$ cat src/rtl/core/rkl_pkg.sv
package rkl_pkg;

  // Sizes of the stores and of the arithmetic.
  localparam int MAX_DIM   = 32;
  localparam int IDX_W     = 5;
  localparam int DIM_W     = 6;
  localparam int ADDR_W    = 2 * IDX_W;
  localparam int MAT_DEPTH = MAX_DIM * MAX_DIM;
  localparam int DATA_W    = 32;
  localparam int FRAC_BITS = 16;
  localparam int PROD_W    = 2 * DATA_W;
  localparam int ACC_W     = 48;
  localparam int WSUM_W    = 35;
  localparam int DIV_W     = 36;
  localparam int DIG_W     = 12;
  localparam int DIV_STEPS = DIV_W / DIG_W;
  localparam int DIV_CNT_W = 2;
  localparam int RECIP_W   = 16;
  localparam int RECIP_SH  = 17;
  localparam int QUO_W     = 36;

  localparam logic [DIM_W-1:0]   DIM_RESET = DIM_W'(MAX_DIM);
  // Reciprocal of three scaled by 2^17, rounded up.
  localparam logic [RECIP_W-1:0] RECIP3    = 16'hAAAB;

  // Input action codes.
  typedef enum logic [1:0] {
    ACT_WR_MAT = 2'd0,
    ACT_WR_VEC = 2'd1,
    ACT_RUN    = 2'd2
  } action_e;

  // Weight applied to the stage vector when forming operands or sums.
  typedef enum logic [1:0] {
    WT_NONE,
    WT_HALF,
    WT_FULL,
    WT_TWO
  } wt_e;

  typedef enum logic [3:0] {
    ST_IDLE,
    ST_CLEAR,
    ST_FORM,
    ST_MAC,
    ST_DRAIN,
    ST_WACC,
    ST_DIV_START,
    ST_DIV_WAIT,
    ST_EMIT
  } state_e;

  typedef struct packed {
    logic [1:0]               action;
    logic [IDX_W-1:0]         row;
    logic [IDX_W-1:0]         col;
    logic signed [DATA_W-1:0] value;
  } in_word_t;

  typedef struct packed {
    logic [IDX_W-1:0]         index;
    logic signed [DATA_W-1:0] result;
    logic                     last;
  } out_word_t;

  // Contents of one cell of the chain.
  typedef struct packed {
    logic signed [DATA_W-1:0] y;
    logic signed [DATA_W-1:0] a;
    logic signed [DATA_W-1:0] k;
    logic signed [WSUM_W-1:0] w;
  } cell_data_t;

  // Commands broadcast to every cell.
  typedef struct packed {
    logic                     y_we;
    logic [IDX_W-1:0]         y_idx;
    logic signed [DATA_W-1:0] y_val;
    logic                     rot_a;
    logic                     rot_yw;
    logic                     shift_k;
    logic                     clear;
    logic                     form;
    wt_e                      form_wt;
    logic                     add_w;
    wt_e                      add_wt;
  } cell_ctrl_t;

  typedef struct packed {
    logic vld;
    logic first;
    logic last;
    logic use_col;
    logic use_row;
  } mac_issue_t;

  typedef struct packed {
    logic                     we;
    logic [ADDR_W-1:0]        addr;
    logic signed [DATA_W-1:0] data;
  } mem_wr_t;

  typedef struct packed {
    logic                     vld;
    logic signed [DATA_W-1:0] value;
  } k_push_t;

  // Saturate to 32 bits.
  function automatic logic signed [DATA_W-1:0] sat32(input logic signed [ACC_W-1:0] x);
    logic signed [ACC_W-1:0] hi;
    logic signed [ACC_W-1:0] lo;
    hi = ACC_W'(64'sh7FFF_FFFF);
    lo = -hi - ACC_W'(1);
    if (x > hi) return hi[DATA_W-1:0];
    if (x < lo) return lo[DATA_W-1:0];
    return x[DATA_W-1:0];
  endfunction

  // Saturate a grown accumulator sum back to 48 bits.
  function automatic logic signed [ACC_W-1:0] sat48(input logic signed [ACC_W:0] x);
    if (x[ACC_W] != x[ACC_W-1]) return {x[ACC_W], {(ACC_W-1){~x[ACC_W]}}};
    return x[ACC_W-1:0];
  endfunction

endpackage

$ cat src/rtl/core/rkl_cell.sv
module rkl_cell import rkl_pkg::*; (
  input  logic             clk,
  input  logic [IDX_W-1:0] cell_idx,
  input  cell_ctrl_t       ctrl,
  input  cell_data_t       nbr,
  output cell_data_t       own
);

  logic signed [DATA_W-1:0] y_r, y_nxt;
  logic signed [DATA_W-1:0] a_r, a_nxt;
  logic signed [DATA_W-1:0] k_r, k_nxt;
  logic signed [WSUM_W-1:0] w_r, w_nxt;
  logic signed [DATA_W-1:0] k_add;
  logic signed [WSUM_W-1:0] w_inc;

  // Operand for the next stage: y plus none, half or all of the last stage.
  always_comb begin
    case (ctrl.form_wt)
      WT_HALF: k_add = k_r >>> 1;
      WT_FULL: k_add = k_r;
      default: k_add = '0;
    endcase
    w_inc = (ctrl.add_wt == WT_TWO) ? (WSUM_W'(k_r) <<< 1) : WSUM_W'(k_r);
  end

  // Next values; the rings hand each field to the neighbor toward cell zero.
  always_comb begin
    y_nxt = y_r;
    if (ctrl.y_we && ctrl.y_idx == cell_idx) y_nxt = ctrl.y_val;
    else if (ctrl.rot_yw) y_nxt = nbr.y;

    a_nxt = a_r;
    if (ctrl.form) a_nxt = sat32(ACC_W'(y_r) + ACC_W'(k_add));
    else if (ctrl.rot_a) a_nxt = nbr.a;

    k_nxt = k_r;
    if (ctrl.clear) k_nxt = '0;
    else if (ctrl.shift_k) k_nxt = nbr.k;

    w_nxt = w_r;
    if (ctrl.clear) w_nxt = '0;
    else if (ctrl.add_w) w_nxt = w_r + w_inc;
    else if (ctrl.rot_yw) w_nxt = nbr.w;
  end

  always_ff @(posedge clk) begin
    y_r <= y_nxt;
    a_r <= a_nxt;
    k_r <= k_nxt;
    w_r <= w_nxt;
  end

  assign own = '{y: y_r, a: a_r, k: k_r, w: w_r};

endmodule

$ cat config.mk
export PLATFORM = sky130hd
export DESIGN_NAME = rkl_cell
export DESIGN_NICKNAME = d
export VERILOG_FILES = /design/src/rtl/core/rkl_pkg.sv /design/src/rtl/core/rkl_cell.sv
export SDC_FILE = /design/constraint.sdc
export NUM_CORES = 1
export LEC_CHECK = 0
export ABC_AREA = 0
export CAP_MARGIN = 20
export CORE_ASPECT_RATIO = 0.9
export CORE_MARGIN = 3
export CORE_UTILIZATION = 60
export DETAILED_ROUTE_END_ITERATION = 12
export DONT_BUFFER_PORTS = 1
export GPL_TIMING_DRIVEN = 0
export MAX_ROUTING_LAYER = met4
export PLACE_DENSITY = 0.76
export SLEW_MARGIN = 20
export SYNTH_ARGS = -nofsm -noshare
export SYNTH_HDL_FRONTEND = slang
export SYNTH_SLANG_ARGS = --single-unit
$ cat constraint.sdc
create_clock -name clk -period 6.7 [get_ports clk]
set_clock_uncertainty 0.2 [all_clocks]
set_input_delay 1.005 -clock clk [delete_from_list [all_inputs] [get_ports clk]]
set_output_delay 1.005 -clock clk [all_outputs]
set_load 0.02 [all_outputs]
* Word-level counts from Yosys, hierarchy flattened
Cells that the tools add are included.
** Operators by class
- $add $sub $neg :: 2
- $mul :: 0
- Divide/modulo/power cells :: 0
- Magnitude comparators :: 2
- Equal/unequal tests :: 4
- Shift operators :: 0
- Mux-type cells :: 17
- Bitwise gates (word level) :: 0
- Reductions and logical operators :: 4
** Operator list (number)
- 2-to-1 mux 32 bit :: 9
- 2-to-1 mux 35 bit :: 2
- case mux 32 bit (2 select lines) :: 1
- adder 35 x 33 -> 35 bit :: 1
- adder 32 x 32 -> 33 bit :: 1
- > comparator 33 x 32 -> 1 bit (second input constant) :: 1
- < comparator 33 x 32 -> 1 bit (second input constant) :: 1
- nonzero test 2 bit :: 3
- == test 5 bit :: 1
- 2-to-1 mux 1 bit :: 5
- == test 2 bit (second input constant) :: 2
- == test 2 x 1 -> 1 bit (second input constant) :: 1
- logical AND 1 bit :: 1
** Storage, ports and cells
- Bits in registers :: 131
- Latch bits :: 0
- Bits in writable memories :: 0
- Memory bits (read-only) :: 0
- Input bits :: 185
- Output and inout port bits :: 131
- Logic and storage cells :: 33
- Memories kept :: 0

* Longest topological paths before layout
- Depth in word-level cells :: 11
- Gate-level depth with buffers :: 19
- Depth with buffers taken out :: 16

* Worst setup path before layout
OpenSTA, ideal clock, no wires.
- Path kind :: input -> register
- Start point :: input port ctrl[3] (netlist bit)
- End point :: register a_r[26] (data pin)
- Setup time :: 0.274 ns
- Data arrival time :: 4.260 ns
- Required time :: 6.226 ns
- Slack :: 1.966 ns
- Cell stages on the path :: 17
- Buffers on the path :: 1
- Cells stage by stage :: inv_1 -> ha_1 -> nor2b_1 -> clkbuf_1 -> a22o_1 -> ha_1 -> inv_1 -> fa_1 -> nand2b_1 -> a21oi_1 -> o21ai_0 -> a31oi_1 -> a21boi_0 -> a21oi_1 -> mux2_2 -> o21ai_0 -> a31oi_1
** On the way
- Longest elaborated chain between the ends :: 10
- Elaborated cells between the ends (all ways) :: 15
- Those cells by class :: add/sub (1); order compare (2); eq/ne (2); mux (10)
** Ends and longest elaborated chain
- start: declaration :: line rkl_cell.sv:4 : input cell_ctrl_t ctrl,
- == test 2 bit or == test 2 x 1 -> 1 bit (tied branches) :: line rkl_cell.sv:18 : case (ctrl.form_wt)
- case mux 32 bit (2 select lines) * :: line rkl_cell.sv:18
- adder 32 x 32 -> 33 bit * :: line rkl_cell.sv:33 : if (ctrl.form) a_nxt = sat32(ACC_W'(y_r) + ACC_W'(k_add));
- < comparator 33 x 32 -> 1 bit :: line rkl_pkg.sv:115 : if (x < lo) return lo[DATA_W-1:0];
- 2-to-1 mux 1 bit (2 in a row) :: line rkl_pkg.sv:115
- 2-to-1 mux 1 bit :: line rkl_cell.sv:33
- 2-to-1 mux 32 bit :: line rkl_pkg.sv:116 : return x[DATA_W-1:0];
- 2-to-1 mux 32 bit * :: line rkl_pkg.sv:115
- 2-to-1 mux 32 bit * :: line rkl_cell.sv:33
- named net a_nxt[26] :: line rkl_cell.sv:10 : logic signed [DATA_W-1:0] a_r, a_nxt;
- end signal: assignment :: line rkl_cell.sv:48 : a_r <= a_nxt;
- end: declaration :: line rkl_cell.sv:10
Mark *: on every way through the listed nets, which the timed path passes. The rest lies on a longest branch. The select of a mux whose other input is x is not followed.
A chain may end at the register's enable or synchronous reset.

* Worst setup path after layout
- Start point :: input port ctrl[3] (netlist bit)
- End point :: register a_r[20] (data pin)
The elaborated chain is that of the path after synthesis.

==> impl_metrics.ini <==
[logic_synthesis]
synthesis.nets = 1324
ys_async_sr_fraction_pct = 0
syn_inst = 1069
synth_edf_count = 64
yosysUniqueCellTypes = 64
synth_area_sq_mm = 0.00980
synth_flop_cell = dfxtp_1
synth.most_common_cell = nor2_1
ys_seq_area_share_pct = 33.3
yosys-top-cells-count = 104 x nor2_1, 77 x a21oi_1, 68 x ha_1
synth-warning-count = 0
synth_area_leader_cell = edfxtp_1
synth_area_leaders = edfxtp_1 20%, dfxtp_1 14%, ha_1 8.7%
yosys_register_bits = 131
syn_avg_cell_area_sq_um = 9.17
synth_top_area_share_pct = 19.6

[floorplanning]
row_count = 43
start_util_pct = 62.4
die_w_um = 141
die_h_um = 127
coreArea_sq_mm = 0.0157
fp.dieArea_sq_mm = 0.0179
io_pins = 316

[finish]
nFillCells = 1289
fin_nets = 1343
diodes = 0
drive_gt1_share_pct = 10.7
area.growth.synth_to_final_pct = 8.77
fin_cells = 1303

[routing]
antenna_left = 0
viasPerCell = 6.49
totalWireLength_um = 29100
vias = 8456
dr.pass1.iters = 7
drc = 0
first_iter_violations = 718
wire_per_inst_um = 22.3

[sta]
slew_headroom_pct = 35.2
worst_pin_slew_ns = 0.972
period_share_pct = 76.9
drv_slew = 0
tns_ns = 0
finalHoldViolations = 0
setup_ws_ns = 1.55
setup_viol = 0
max_freq_ghz = 0.194
rsz0062_at_grt = false
post-route-min-period_ns = 5.15

[placement]
place_ws_ns = 1.14
port_buffers = 0
hpwl_um = 22700
place.gp.congestion = 0.920
dp_cells = 1271

[critical_path]
worstPathMaxFanout = 10
cp_num_buf_inv = 5
critPathArrivalTime_ns = 5.20
critPathKind = input pin to flip-flop
end_kind = flip-flop
cp.required_ns = 6.75
slowest_delay_ns = 0.41
cpMaxStageDelayCell = clkbuf_1
critPathLaunchType = input pin
cp_top_family = compound AO/OA/AOI/OAI gates
reg2reg_slack_ns = 2.58
crit_chain = inv_1 > ha_1 > nor2b_1 > clkbuf_1 > a22o_1 > ha_1 > inv_1 > fa_1 > nand2b_1 > a21oi_1 > o21ai_0 > a211oi_1 > o21ai_0 > a32o_1 > nor2_1 > buf_2 > buf_6 > nor2_1 > o22ai_1

[pwr]
p_leak_uw = 0.00453
peakVddDrop_mv = 0.180
p_per_area_mw_per_mm2 = 244
power.total_uw = 2600

[hold_path]
hold_class = flip-flop to flip-flop

[clocking]
tritoncts = done
root_buffer = clkbuf_16
h-tree-depth = 4
cts_resized = 0
hold_buffers = 0
worstSkewPairLatency_ns = 0.43
numCtsBuffers = 17
cts.sinks = 131
clockBufferDepth = 2
cts.clk_slew.worst_paths_ns = 0.06
post_cts_buffers = 0

[flow_run]
cap_violations = 0

[status]
status = finished, final reports clean

[global_routing]
grt_use_met2_pct = 50.8
grt_max_degree = 33
grt_pass1_vias = 7988
grt-busiest-layer = met2
grt_pass1_wl_um = 44500
antenna_found_initial = 0
use_met1_pct = 42.0
grt_overflow = 0
grt_usage_pct = 32.4
grtUsageMet3_pct = 8.16
-- layout by cell type (no fill, tap or decap), types with 7 or more instances in the layout --
cell	Yosys	routed
nor2b_1	36	36
clkbuf_16	0	17
a22o_1	30	30
ha_1	68	68
a31oi_1	11	11
nor3_1	7	7
nand2_1	38	38
buf_1	8	8
xnor2_1	38	38
o211ai_1	11	11
a21oi_1	77	77
o22ai_1	29	29
or2_2	7	7
nand2b_1	9	9
dfxtp_1	67	67
clkbuf_1	49	49
mux2_2	65	65
a211oi_1	58	58
o21bai_1	7	7
edfxtp_1	64	64
mux2i_1	45	45
o21ai_0	37	37
nor2_1	104	104
nand3_1	13	13
a21o_1	33	33
xor2_1	21	21
inv_1	53	53
-- worst min-delay path: stages (launching register included) --
cell	delay [ns]
dfxtp_1	0.42
mux2i_1	0.17
nor2_1	0.05
-- state kept, by name, summed over array words and instances (netlist names) --
| register | count |
|---|---|
| w_r | 35 |
| k_r | 32 |
| a_r | 32 |
| y_r | 32 |
-- cell families (layout without fill, tap and decap cells) --
group,Yosys count,count (layout),synth area share [%]
adder cells (fa/ha/maj),70,70,9.09
flip-flops,131,131,33.3
AO/OA/AOI/OAI,337,337,23.6
buffers and inverters,114,146,4.53
XOR/XNOR,59,59,5.27
multiplexers,110,110,12.1
AND/OR/NAND/NOR,248,248,12.1
-- routing by layer --
metal	vias up	routed length, um
met2	386	13700
met4	0	711
li1	4019	-
met1	3985	12400
met5	-	0
met3	66	2380
-- through the flow --
stage | util, % | cell area (sq um) | hold slack [ns]
after floorplan | - | 9800 | 0.411
after global placement | 64.0 | 10100 | 0.475
after detailed placement | 64.0 | 10100 | 0.477
after CTS | 67.9 | 10700 | 0.483
after global routing | 67.9 | 10700 | 0.510
final | 67.9 | 10700 | 0.478
-- final cells by class --
cell class / count / area (sq um) / share of cell area [%]
clock buffer: 17 / 425 / 3.99
inverter: 53 / 199 / 1.87
multi-input combinational: 824 / 6100 / 57.2
buffer: 61 / 245 / 2.30
sequential: 131 / 3260 / 30.6
tap: 202 / 253 / 2.37
clock inverter: 15 / 181 / 1.70
-- power breakdown --
part / leakage [uW] / switching (uW) / total (uW) / internal, uW
clock: 0.000280 / 379 / 966 / 587
combinational: 0.00304 / 309 / 531 / 222
sequential: 0.00120 / 176 / 1110 / 932
total: 0.00453 / 863 / 2600 / 1740
-- worst paths after layout --
path,from,end,cells past startpoint
hold reg to reg,k_r[0]$_SDFFE_PP0P_,k_r[0]$_SDFFE_PP0P_,2
hold / removal,k_r[0]$_SDFFE_PP0P_,k_r[0]$_SDFFE_PP0P_,2
setup reg to reg,k_r[1]$_SDFFE_PP0P_,a_r[20]$_DFFE_PP_,15
setup / recovery,ctrl[3],a_r[20]$_DFFE_PP_,19
Note: power is estimated with default switching activity, not from simulation.
