==> config.mk <==
export PLATFORM = sky130hd
export DESIGN_NAME = rkl_div3
export DESIGN_NICKNAME = d
export VERILOG_FILES = /design/src/rtl/core/rkl_pkg.sv /design/src/rtl/core/rkl_div3.sv
export SDC_FILE = /design/constraint.sdc
export NUM_CORES = 1
export LEC_CHECK = 0
export BUFFER_PORTS_ARGS = -buffer_cell sky130_fd_sc_hd__buf_2
export CELL_PAD_IN_SITES_DETAIL_PLACEMENT = 1
export CELL_PAD_IN_SITES_GLOBAL_PLACEMENT = 1
export CORE_ASPECT_RATIO = 0.8
export CORE_MARGIN = 2
export CORE_UTILIZATION = 45
export CTS_CLUSTER_DIAMETER = 50
export DETAILED_ROUTE_END_ITERATION = 8
export PLACE_DENSITY = 0.76
export SKIP_CTS_REPAIR_TIMING = 1
export SYNTH_ARGS = -nofsm -noshare
export SYNTH_HDL_FRONTEND = slang
export SYNTH_SLANG_ARGS = --single-unit
==> constraint.sdc <==
create_clock -name clk -period 12.65 [get_ports clk]
set_input_delay 0.6325 -clock clk [delete_from_list [all_inputs] [get_ports clk]]
set_output_delay 0.6325 -clock clk [all_outputs]
set_load 0.1 [all_outputs]
==> src/rtl/core/rkl_pkg.sv <==
package rkl_pkg;

  // Sizes of the stores and of the arithmetic.
  localparam int MAX_DIM   = 32;
  localparam int IDX_W     = 5;
  localparam int DIM_W     = 6;
  localparam int ADDR_W    = 2 * IDX_W;
  localparam int MAT_DEPTH = MAX_DIM * MAX_DIM;
  localparam int DATA_W    = 32;
  localparam int FRAC_BITS = 16;
  localparam int PROD_W    = 2 * DATA_W;
  localparam int ACC_W     = 48;
  localparam int WSUM_W    = 35;
  localparam int DIV_W     = 36;
  localparam int DIG_W     = 12;
  localparam int DIV_STEPS = DIV_W / DIG_W;
  localparam int DIV_CNT_W = 2;
  localparam int RECIP_W   = 16;
  localparam int RECIP_SH  = 17;
  localparam int QUO_W     = 36;

  localparam logic [DIM_W-1:0]   DIM_RESET = DIM_W'(MAX_DIM);
  // Reciprocal of three scaled by 2^17, rounded up.
  localparam logic [RECIP_W-1:0] RECIP3    = 16'hAAAB;

  // Input action codes.
  typedef enum logic [1:0] {
    ACT_WR_MAT = 2'd0,
    ACT_WR_VEC = 2'd1,
    ACT_RUN    = 2'd2
  } action_e;

  // Weight applied to the stage vector when forming operands or sums.
  typedef enum logic [1:0] {
    WT_NONE,
    WT_HALF,
    WT_FULL,
    WT_TWO
  } wt_e;

  typedef enum logic [3:0] {
    ST_IDLE,
    ST_CLEAR,
    ST_FORM,
    ST_MAC,
    ST_DRAIN,
    ST_WACC,
    ST_DIV_START,
    ST_DIV_WAIT,
    ST_EMIT
  } state_e;

  typedef struct packed {
    logic [1:0]               action;
    logic [IDX_W-1:0]         row;
    logic [IDX_W-1:0]         col;
    logic signed [DATA_W-1:0] value;
  } in_word_t;

  typedef struct packed {
    logic [IDX_W-1:0]         index;
    logic signed [DATA_W-1:0] result;
    logic                     last;
  } out_word_t;

  // Contents of one cell of the chain.
  typedef struct packed {
    logic signed [DATA_W-1:0] y;
    logic signed [DATA_W-1:0] a;
    logic signed [DATA_W-1:0] k;
    logic signed [WSUM_W-1:0] w;
  } cell_data_t;

  // Commands broadcast to every cell.
  typedef struct packed {
    logic                     y_we;
    logic [IDX_W-1:0]         y_idx;
    logic signed [DATA_W-1:0] y_val;
    logic                     rot_a;
    logic                     rot_yw;
    logic                     shift_k;
    logic                     clear;
    logic                     form;
    wt_e                      form_wt;
    logic                     add_w;
    wt_e                      add_wt;
  } cell_ctrl_t;

  typedef struct packed {
    logic vld;
    logic first;
    logic last;
    logic use_col;
    logic use_row;
  } mac_issue_t;

  typedef struct packed {
    logic                     we;
    logic [ADDR_W-1:0]        addr;
    logic signed [DATA_W-1:0] data;
  } mem_wr_t;

  typedef struct packed {
    logic                     vld;
    logic signed [DATA_W-1:0] value;
  } k_push_t;

  // Saturate to 32 bits.
  function automatic logic signed [DATA_W-1:0] sat32(input logic signed [ACC_W-1:0] x);
    logic signed [ACC_W-1:0] hi;
    logic signed [ACC_W-1:0] lo;
    hi = ACC_W'(64'sh7FFF_FFFF);
    lo = -hi - ACC_W'(1);
    if (x > hi) return hi[DATA_W-1:0];
    if (x < lo) return lo[DATA_W-1:0];
    return x[DATA_W-1:0];
  endfunction

  // Saturate a grown accumulator sum back to 48 bits.
  function automatic logic signed [ACC_W-1:0] sat48(input logic signed [ACC_W:0] x);
    if (x[ACC_W] != x[ACC_W-1]) return {x[ACC_W], {(ACC_W-1){~x[ACC_W]}}};
    return x[ACC_W-1:0];
  endfunction

endpackage

==> src/rtl/core/rkl_div3.sv <==
module rkl_div3 import rkl_pkg::*; (
  input  logic                     clk,
  input  logic                     rst_n,
  input  logic                     start,
  input  logic signed [WSUM_W-1:0] wsum,
  output logic                     done,
  output logic signed [QUO_W-1:0]  quo
);

  // floor((w+3)/6) = floor(floor((w+3)/2)/3); an offset of 3*2^33 keeps it positive.
  localparam logic [WSUM_W-1:0]       U_OFFS = WSUM_W'(64'h6_0000_0000);
  localparam logic signed [QUO_W-1:0] Q_OFFS = QUO_W'(64'sh2_0000_0000);

  logic signed [WSUM_W:0]   d;
  logic [WSUM_W-1:0]        u_sum;
  logic [DIV_W-1:0]         u_r, u_nxt;
  logic [DIV_W-1:0]         q_r, q_nxt;
  logic [1:0]               rem_r, rem_nxt;
  logic [DIG_W+1:0]         x;
  logic [DIG_W+RECIP_W+1:0] prod;
  logic [DIG_W-1:0]         qd;
  logic [DIV_CNT_W-1:0]     cnt_r, cnt_nxt;
  logic                     busy_r, busy_nxt;
  logic                     done_r, done_nxt;

  // Long division by three, one twelve-bit digit per cycle, most significant first.
  // Each digit with the carried remainder stays below 2^17, where the reciprocal
  // multiplication gives the exact quotient digit.
  always_comb begin
    d       = (WSUM_W + 1)'(wsum) + (WSUM_W + 1)'(3);
    u_sum   = d[WSUM_W:1] + U_OFFS;
    x       = {rem_r, u_r[DIV_W-1 -: DIG_W]};
    prod    = (DIG_W + RECIP_W + 2)'(x) * (DIG_W + RECIP_W + 2)'(RECIP3);
    qd      = prod[RECIP_SH +: DIG_W];
    u_nxt = u_r;
    q_nxt = q_r;
    rem_nxt = rem_r;
    cnt_nxt = cnt_r;
    busy_nxt = busy_r;
    done_nxt = done_r;
    if (start) begin
      u_nxt = {1'b0, u_sum};
      q_nxt = '0;
      rem_nxt = '0;
      cnt_nxt = '0;
      busy_nxt = 1'b1;
      done_nxt = 1'b0;
    end else if (busy_r) begin
      u_nxt   = u_r << DIG_W;
      q_nxt   = {q_r[DIV_W-DIG_W-1:0], qd};
      rem_nxt = 2'(x - (DIG_W + 2)'({qd, 1'b0}) - (DIG_W + 2)'(qd));
      cnt_nxt = cnt_r + DIV_CNT_W'(1);
      if (cnt_r == DIV_CNT_W'(DIV_STEPS - 1)) begin
        busy_nxt = 1'b0;
        done_nxt = 1'b1;
      end
    end
  end

  always_ff @(posedge clk) begin
    if (!rst_n) begin
      busy_r <= 1'b0;
      done_r <= 1'b0;
    end else begin
      busy_r <= busy_nxt;
      done_r <= done_nxt;
    end
  end

  always_ff @(posedge clk) begin
    u_r   <= u_nxt;
    q_r   <= q_nxt;
    rem_r <= rem_nxt;
    cnt_r <= cnt_nxt;
  end

  assign done = done_r;
  assign quo  = $signed(q_r) - Q_OFFS;

endmodule

# Yosys cells after proc, flatten, opt, wreduce, memory -nomap -nowiden

Cells that the tools add are included.

$add $sub $neg: 6
Multiply operators: 1
Div/mod/pow operators: 0
Order comparisons: 0
Eq/ne operators: 1
Shifts and indexed selects: 0
Mux-type cells: 5
Bitwise gates (word level): 1
Reductions and logical operators: 3

Operators with widths:

| operator               | count |
|---|---|
| $mux 35                | 2 |
| $add 35x3->36 const B  | 1 |
| $sub 36x35->36 const B | 1 |
| $add 35x35->35 const B | 1 |
| $mul 14x16->29 const B | 1 |
| $sub 2x2->2            | 2 |
| $mux 1                 | 3 |
| $add 2x1->2 const B    | 1 |
| $eq 2x2->1 const B     | 1 |
| $reduce_and 2->1       | 1 |
| $reduce_bool 2->1      | 1 |
| $reduce_or 2->1        | 1 |
| $not 1->1              | 1 |

Flip-flop bits (word level): 78
Bits in latches: 0
Memory bits (writable): 0
Bits in read-only memories: 0
Input bits: 38
Logic and storage cells: 24
Memories kept: 0

# Longest topological paths before layout

Gate-level depths: netlist of the first run.

Depth after elaboration: 4
Gate-level depth with buffers: 27
Gate-level depth less buffers: 27

# Worst setup path after synthesis of the first run

OpenSTA, ideal clock, no wires.

Kind: reg-to-reg
Start point: register u_r[34]
End point: register rem_r[1]
Data arrival time: 5,980 ps
Slack: 6,608 ps
Cell stages (with the launch flop): 26
Path buffers: 0
Period minus slack after synthesis: 6,042 ps
Cell sequence: edfxtp_1 ha_1 inv_1 fa_1 inv_1 fa_1 fa_1 inv_1 fa_1 inv_1 fa_1 ha_1 a21oi_1 a21oi_1 nor3_1 o211ai_1 xor2_1 ha_1 inv_1 ha_1 nor2_1 xnor2_1 xnor2_1 o21ai_0 or4_1 nand3_1

Longest elaborated chain between the ends: 3

RTL lines:

| element                  | RTL line       | text |
|---|---|---|
| start: declaration       | rkl_div3.sv:16 | `logic [DIV_W-1:0] u_r, u_nxt;` |
| start signal: assignment | rkl_div3.sv:71 | `u_r <= u_nxt;` |
| $mul 14x16->29 *         | rkl_div3.sv:33 | `prod = (DIG_W + RECIP_W + 2)'(x) * (DIG_W + RECIP_W + 2)'(RECIP3);` |
| named net prod[17]       | rkl_div3.sv:20 | `logic [DIG_W+RECIP_W+1:0] prod;` |
| $sub 2x2->2              | rkl_div3.sv:51 | `rem_nxt = 2'(x - (DIG_W + 2)'({qd, 1'b0}) - (DIG_W + 2)'(qd));` |
| $sub 2x2->2 *            | rkl_div3.sv:51 |  |
| end signal: assignment   | rkl_div3.sv:73 | `rem_r <= rem_nxt;` |
| end: declaration         | rkl_div3.sv:18 | `logic [1:0] rem_r, rem_nxt;` |

Mark *: on every way through the listed nets, which the timed path passes. The rest lies on a longest branch.
A chain may end at the register's enable or synchronous reset.

# Final worst setup path of the first run

Start point: register u_r[32]
End point: register rem_r[1]

Same word-level chain as after synthesis.

==> reports/summary.txt, run 1 <==
Critical path's most frequent cell - fa_1
CTS root buf - clkbuf_16
Largest net degree at the start of global routing - 92
CP max stage cell - fa_1
Number of global-route vias before repair - 5,706
Layout cell share with drive strength beyond 1 - 13.3%
Dpl cell area - 0.00758 mm2
Worst skew pair latency - 340 ps
Reg clk slew, reported paths - 60 ps
Async set-reset flop share out of synthesis - 0%
Die Span Y - 117 um
Crit start category - register
Post-synth EDFFs - 35
ANT nets after route - 0
Gpl congestion - 0.894
CTS H-Tree Depth - 3
Family with the most delay on the worst path - adder cells
Hold Crit Class - register to register
Fin area - 0.00788 mm2
Max FO, Critical Path - 4
Slew margin rel. - 36.4%
Pins Over Slew Limit - 0
Placeable Area - 0.0157 mm2
Routed wire length - 17,100 um
Fin crit share - 53.3%
PortBufs - 74
Number of cell rows - 41
Critical path class - register to register
CTS tree - yes
Data arrival time of the worst path - 7030 ps
CTS sink cnt - 78
Yosys cell types - 54
Drt wl/cell - 17.0 um
Worst Path Buf+Inv - 4
GRT Resource Usage Total - 20.5%
Max clock buf depth - 2
Final setup fails - 0
Max_cap viols - 0
Post-Syn Nets - 939
Layout area overhead - 9.18%
Routed vias/inst - 5.24
CP max stage delay - 520 ps
Fmax achieved - 148 MHz
First-pass GRT wire length - 28,400 um
Inst Count DP - 990
Levels on crit path - 24
Final #Nets - 978
IO Count - 75
Synth Instances - 747
Ant diodes - 0
Kind of end point of the critical path - register
Worst slew pin tran - 930 ps
Cell area after synthesis - 0.00722 mm2
Final count of hold timing violations - 0
Synth warnings - 0
Die W - 146 um
Post-synthesis sequential area ratio - 26.5%
Initial Utilization - 45.8%
Grt total ovfl - 0
Remaining DRCs - 0
Run status - finished clean
Reg-to-reg slack, setup - 5910 ps
Initial antenna violation count - 0
WHS Path Cells - 2
Synth top area cells - ha_1 (18%), edfxtp_1 (15%), fa_1 (14%), dfxtp_1 (12%), inv_1 (5.5%)
Sum Neg Setup Slack - 0 ps
Iteration-0 DRC count of the detailed router - 177
Primary FF master, synth - dfxtp_1
CP required - 12,930 ps
Non-Filler Instances - 1,006
First-pass DRT Iterations - 4
RSZ-0062 raised after global routing - false
Reg2Reg Depth - 24
Dominant cell type by area after synthesis - ha_1
Die area - 0.0171 mm2
Worst-path cell chain - ha_1 > inv_1 > fa_1 > inv_1 > fa_1 > fa_1 > inv_1 > fa_1 > inv_1 > fa_1 > ha_1 > a21oi_1 > a21oi_1 > nor3_1 > o211ai_1 > xor2_1 > ha_1 > ha_1 > nor2_1 > xnor2_1 > xnor2_1 > o21ai_0 > or4_1 > nand3_1
Post-synth top area share - 17.7%
Tmin final - 6740 ps
Via count - 5,267
Post-DP HPWL - 14,000 um
#FFs+latches synth - 78
Clock skew - 7.79 ps
CTS buffer count - 9
Syn Area/Cell - 9.67 um2
## per-layer routing
layer / global-route usage [%] / routed length (um) / vias up
met4: 5.33 / 248 / 0
met5: 0 / 0 / -
met2: 33.7 / 8080 / 98
met3: 3.11 / 569 / 27
li1: - / - / 2561
met1: 28.4 / 8240 / 2581
## worst min-delay path: cells and delay by family (launching register included)
kind | cells | cell delay, ps
flip-flops | 1 | 310
AND/OR/NAND/NOR | 1 | 80
AO/OA/AOI/OAI | 1 | 50
## layout by cell type, fill, tap and decap left out, types with 11 or more instances in the layout
cell type,Yosys,layout
mux2i_1,28,28
a21oi_1,40,40
nor2_1,72,72
and2_1,12,12
nand3_1,14,14
xnor2_1,31,31
o21ai_0,17,17
inv_1,106,106
edfxtp_1,35,35
buf_2,0,74
nand2_1,26,26
dfxtp_1,43,42
a21o_1,11,11
xor2_1,21,21
ha_1,102,102
fa_1,52,52
## sequential cells by signal, indices dropped and copies added, names as in the netlist
register  count
busy_r        1
cnt_r         2
done          1
q_r          36
rem_r         2
u_r          36
## worst paths after layout
kind	startpoint	endpoint
setup reg to reg	u_r[32]	rem_r[1]
hold / removal	cnt_r[1]	cnt_r[1]
setup / recovery	u_r[32]	rem_r[1]
hold reg to reg	cnt_r[1]	cnt_r[1]
## cell families (layout without fill, tap and decap cells)
logic type	count (synthesis)	in the layout	synth area share, %
AND/OR/NAND/NOR	177	177	12.4
buffers and inverters	155	199	9.77
adder cells (fa/ha/maj)	154	154	32.1
AO/OA/AOI/OAI	102	102	8.94
flip-flops	78	78	26.5
XOR/XNOR	52	52	6.31
multiplexers	29	29	4.04
## cells in the mapped netlist, types with 4 or more instances
master,number
dfxtp_1,43
nand4_1,10
nor3_1,4
nand3_1,14
xnor2_1,31
edfxtp_1,35
fa_1,52
clkbuf_1,14
mux2i_1,28
or3_1,7
nor2_1,72
o21ai_0,17
ha_1,102
buf_4,33
nor3b_1,4
and2_1,12
xor2_1,21
o211ai_1,4
a211oi_1,6
nand2_1,26
nor2b_1,9
a21oi_1,40
a21o_1,11
inv_1,106
and3_1,6
## cell type report
type                            instances  area [um2]
Clock buffer                           11         253
Clock inverter                          5        55.1
Fill cell                            1838        7870
Inverter                              106         398
Multi-Input combinational cell        514        4600
Sequential cell                        78        1910
Tap cell                              215         269
Timing Repair Buffer                   77         393
## metrics by stage
| stage | hold slack (ps) | worst slack [ps] | utilization [%] |
|---|---|---|---|
| 2_1_floorplan | 448 | 6610 | - |
| 3_3_place_gp | 469 | 6250 | 48.1 |
| 3_5_place_dp | 482 | 5950 | 48.1 |
| 4_1_cts | 492 | 5920 | 50.1 |
| 5_1_grt | 522 | 5610 | 50.1 |
| 6_report | 489 | 5910 | 50.1 |
Power of run 1 is not shown: default switching activity piles up to over one toggle a cycle in this logic, so the estimate is an artifact.
==> inputs of run 2 (changes only) <==
--- a/config.mk
+++ b/config.mk
@@ -5,12 +5,13 @@
 export SDC_FILE = /design/constraint.sdc
 export NUM_CORES = 1
 export LEC_CHECK = 0
+export ABC_AREA = 1
 export BUFFER_PORTS_ARGS = -buffer_cell sky130_fd_sc_hd__buf_2
 export CELL_PAD_IN_SITES_DETAIL_PLACEMENT = 1
 export CELL_PAD_IN_SITES_GLOBAL_PLACEMENT = 1
 export CORE_ASPECT_RATIO = 0.8
 export CORE_MARGIN = 2
-export CORE_UTILIZATION = 45
+export CORE_UTILIZATION = 41
 export CTS_CLUSTER_DIAMETER = 50
 export DETAILED_ROUTE_END_ITERATION = 8
 export PLACE_DENSITY = 0.76
==> constraint.sdc (replaced) <==
create_clock -name clk -period 5.9 [get_ports clk]
set_input_delay 0.295 -clock clk [delete_from_list [all_inputs] [get_ports clk]]
set_output_delay 0.295 -clock clk [all_outputs]
set_load 0.1 [all_outputs]
==> reports/summary.txt, run 2 <==
Run status - finished clean
Initial Utilization - 42.3%
Routed wire length - 21,200 um
Main combinational cell family by area after synthesis - adder cells
Layout area overhead - 10.7%
Max_cap viols - 0
Die W - 158 um
Synth top area cells - ha_1 (16%), edfxtp_1 (14%), fa_1 (13%), dfxtp_1 (11%), nand2_1 (8.6%)
Critical path's most frequent cell - fa_1
CP max stage cell - fa_1
Via count - 6,308
Die area - 0.0200 mm2
CP required - 6140 ps
Die Span Y - 127 um
Number of global-route vias before repair - 6,838
Reg clk slew, reported paths - 60 ps
Final core occ - 46.9%
Placeable Area - 0.0183 mm2
Initial antenna violation count - 0
GRT Resource Usage Total - 22.3%
CTS root buf - clkbuf_16
Slew margin rel. - 22.2%
CTS H-Tree Depth - 3
Synth Area in XOR/XNOR - 4.29%
Remaining DRCs - 0
PortBufs - 74
Layout cell share with drive strength beyond 1 - 13.8%
IO Count - 75
First-pass GRT wire length - 34,900 um
Top cells by count, synth - nand2_1 (178), inv_1 (177), ha_1 (102), nor2_1 (69), fa_1 (52)
Synth Area in Simple Gates - 19.1%
Max clock buf depth - 2
Primary FF master, synth - dfxtp_1
Critical path class - register to register
WHS Path Cells - 3
Adder-Cell Fraction of Synth Area - 29.9%
Hold Crit Class - input port to register
Max FO, Critical Path - 3
CTS tree - yes
Post-synthesis sequential area ratio - 24.6%
Most frequent cells in the layout - inv_1 (177), nand2_1 (176), ha_1 (98), buf_2 (74), nor2_1 (67)
Ant diodes - 0
Fin crit share - 95.2%
Count leader, synth - nand2_1
Synth Instances - 967
Dominant cell type by area after synthesis - ha_1
Reg2Reg Depth - 23
CTS sink cnt - 78
Pins Over Slew Limit - 0
Data arrival time of the worst path - 5860 ps
Synth warnings - 0
Register area - 0.00191 mm2
Number of cell rows - 44
Fin area - 0.00859 mm2
Compound-Gate Fraction of Synth Area - 9.10%
Cell area after synthesis - 0.00776 mm2
Largest regs - q_r x36, u_r x36
Commonest non-fill, non-tap cell in the layout - inv_1
Fillers - 2,292
Area occupied by multi-input gates - 0.00491 mm2
ANT nets after route - 0
Syn Area/Cell - 8.02 um2
Post-synth EDFFs - 35
Fmax achieved - 178 MHz
Crit start category - register
CTS buffer count - 9
#FFs+latches synth - 78
Drt wl/cell - 16.6 um
Clock skew - 13.1 ps
Async set-reset flop share out of synthesis - 0%
First-pass DRT Iterations - 4
Final count of hold timing violations - 0
Grt total ovfl - 0
Dpl cell area - 0.00817 mm2
Kind of end point of the critical path - register
Final #Nets - 1,205
Post-Syn Nets - 1,159
Largest net degree at the start of global routing - 34
Routed vias/inst - 4.96
Post-DP HPWL - 17,700 um
Iteration-0 DRC count of the detailed router - 317
Yosys cell types - 43
Worst-path cell chain - ha_4 > inv_1 > fa_1 > fa_1 > inv_1 > fa_1 > fa_1 > fa_1 > ha_1 > nand2_1 > o21ai_0 > a21oi_2 > buf_4 > nand3_1 > nand2_2 > ha_4 > inv_1 > ha_1 > nor2_1 > xnor2_1 > nand3_1 > nand3_1 > nand2_1
Proportion of synthesized area in mux cells - 0%
Gpl congestion - 0.948
Worst skew pair latency - 350 ps
Final setup fails - 0
Tmin final - 5620 ps
CP max stage delay - 550 ps
Worst slew pin tran - 1160 ps
Post-synth top area share - 16.5%
run 2: cell types whose count changed after synthesis, sizes merged, moves of 7 or more:
cell | previous run | this run
mux2i | 28 | 0
and2 | 12 | 0
o22ai | 1 | 15
nand2 | 26 | 182
o21ai | 18 | 49
xnor2 | 31 | 9
nor3 | 5 | 18
inv | 106 | 186
nand3 | 15 | 32
nor2b | 9 | 0
or3 | 7 | 0
xor2 | 21 | 29
run 2: critical path, delay by kind of cell, from the launching register on:
| family | cells | cell delay, ps |
|---|---|---|
| AND/OR/NAND/NOR | 7 | 700 |
| adder cells (fa/ha/maj) | 9 | 3550 |
| AO/OA/AOI/OAI | 2 | 330 |
| buffers and inverters | 4 | 300 |
| XOR/XNOR | 1 | 160 |
| flip-flops | 1 | 460 |
run 2: area by class of cell:
class,count,share of cell area [%]
multi-input combinational,655,57.1
sequential,78,22.3
inverter,188,8.21
timing repair buffer,81,4.92
tap,253,3.68
clock buffer,11,3.07
clock inverter,5,0.714
run 2: kinds of logic (layout without fill, tap and decap cells):
kind of cell,after synthesis,after routing
xor+xnor,38,38
flops,78,78
compound gates,127,127
simple gates,336,336
fa+ha+maj,154,154
buf+inv,234,285
run 2: metal layers:
metal  GRT usage [%]  share of wire, %
met2            39.3                48
met3            2.68               2.9
met5               0                 0
met1            29.3                47
met4            4.87               1.5
run 2: metrics by stage:
stage	TNS (ps)	instances	hold WS, ps	worst slack (ps)
after floorplan	0	967	429	578
after global placement	0	1251	437	294
after detailed placement	0	1251	439	100
after CTS	0	1267	228	42.6
after global routing	-31.2	1271	250	-31.2
final	0	1271	235	281
run 2: final timing paths:
| kind | startpoint | endpoint | slack, ps |
|---|---|---|---|
| max | u_r[34] | rem_r[1] | 280 |
| max reg2reg | u_r[34] | rem_r[1] | 280 |
| min reg2reg | q_r[25] | q_r[25] | 450 |
| min | rst_n | busy_r | 240 |
Power of run 2 is left out for the same reason.
==> inputs of run 3 (changes only) <==
--- a/config.mk
+++ b/config.mk
@@ -9,12 +9,11 @@
 export BUFFER_PORTS_ARGS = -buffer_cell sky130_fd_sc_hd__buf_2
 export CELL_PAD_IN_SITES_DETAIL_PLACEMENT = 1
 export CELL_PAD_IN_SITES_GLOBAL_PLACEMENT = 1
-export CORE_ASPECT_RATIO = 0.8
 export CORE_MARGIN = 2
 export CORE_UTILIZATION = 41
 export CTS_CLUSTER_DIAMETER = 50
 export DETAILED_ROUTE_END_ITERATION = 8
-export PLACE_DENSITY = 0.76
+export PLACE_DENSITY = 0.79
 export SKIP_CTS_REPAIR_TIMING = 1
 export SYNTH_ARGS = -nofsm -noshare
 export SYNTH_HDL_FRONTEND = slang
==> reports/summary.txt, run 3 (synthesis gave the netlist of run 2 again) <==
Largest regs - q_r x36, u_r x36
Via count - 6,337
Crit start category - register
IO Count - 75
Die area - 0.0200 mm2
Largest net degree at the start of global routing - 43
Fin area - 0.00854 mm2
Final #Nets - 1,207
Routed vias/inst - 5.05
Post-DP HPWL - 17,100 um
Commonest non-fill, non-tap cell in the layout - inv_1
Data arrival time of the worst path - 5880 ps
CTS buffer count - 9
Dpl ws - 96.2 ps
CTS root buf - clkbuf_16
Pins Over Slew Limit - 0
Clock skew - 9.73 ps
Layout cell share with drive strength beyond 1 - 14.2%
Max clock buf depth - 2
Critical path class - register to register
Dpl cell area - 0.00815 mm2
Remaining DRCs - 0
First-pass GRT wire length - 34,500 um
Slew margin rel. - 50.5%
GRT Resource Usage Total - 21.7%
Run status - finished clean
Placeable Area - 0.0186 mm2
Max_cap viols - 0
CP required - 6140 ps
Fillers - 2,336
Iteration-0 DRC count of the detailed router - 274
Hold_ws - 211 ps
Fmax achieved - 177 MHz
Worst slew pin tran - 742 ps
First-pass DRT Iterations - 4
CTS sink cnt - 78
Ant diodes - 0
Most frequent cells in the layout - inv_1 (177), nand2_1 (175), ha_1 (100), buf_2 (74), nor2_1 (66)
Kind of end point of the critical path - register
Final setup margin - 261 ps
Layout area overhead - 10.0%
Reg clk slew, reported paths - 70 ps
Worst skew pair latency - 340 ps
Final count of hold timing violations - 0
Number of cell rows - 50
CP max stage cell - fa_1
Number of global-route vias before repair - 6,743
Die W - 142 um
PortBufs - 74
Gpl congestion - 0.898
Grt total ovfl - 0
Initial Utilization - 41.6%
Final setup fails - 0
ANT nets after route - 0
Tmin final - 5640 ps
Initial antenna violation count - 0
Die Span Y - 142 um
Hold Crit Class - input port to register
CTS H-Tree Depth - 3
CP max stage delay - 530 ps
Drt wl/cell - 16.5 um
CTS tree - yes
Routed wire length - 20,700 um
Max FO, Critical Path - 3
Fin crit share - 95.6%
==> run 3: cell count changes in the layout (fill, tap and decap cells not counted), sizes merged <==
cell and delta:
buf +2, bufinv -1, clkbuf -2, clkinv +1, inv +2
==> run 3: final cells by class <==
class / instances / area [um2] / share of cell area (%)
clock inverter: 7 / 51.3 / 0.601
tap: 234 / 293 / 3.43
sequential: 78 / 1910 / 22.4
timing repair buffer: 83 / 438 / 5.13
clock buffer: 9 / 225 / 2.64
inverter: 188 / 706 / 8.27
multi-input combinational: 655 / 4910 / 57.5
==> run 3: worst max-delay path, delay by kind of cell (launching register included) <==
family / cells / cell delay (ps)
XOR/XNOR: 1 / 140
adder cells (fa/ha/maj): 9 / 3580
buffers and inverters: 5 / 280
flip-flops: 1 / 450
AND/OR/NAND/NOR: 10 / 1090
==> run 3: stage by stage <==
step,setup TNS (ps),std cells,util [%]
finish,0,1254,45.8
detailed placement,0,1233,43.7
floorplan,0,967,-
CTS,0,1249,45.2
global placement,0,1233,43.7
global route,-34.7,1254,45.8
==> run 3: worst paths after layout <==
kind	start	to	slack, ps	cells after the start
worst min register to register	q_r[32]	q_r[32]	460	2
worst min-delay path	rst_n	done	210	3
worst max register to register	u_r[34]	rem_r[1]	260	25
worst max-delay path	u_r[34]	rem_r[1]	260	25
==> run 3: routing by layer <==
| layer | track usage [%] | part of all wire [%] |
|---|---|---|
| met3 | 2.23 | 4.5 |
| met2 | 38.7 | 49 |
| met4 | 4.47 | 1.0 |
| met1 | 28.8 | 45 |
| met5 | 0 | 0 |
Power of run 3 is left out for the same reason.
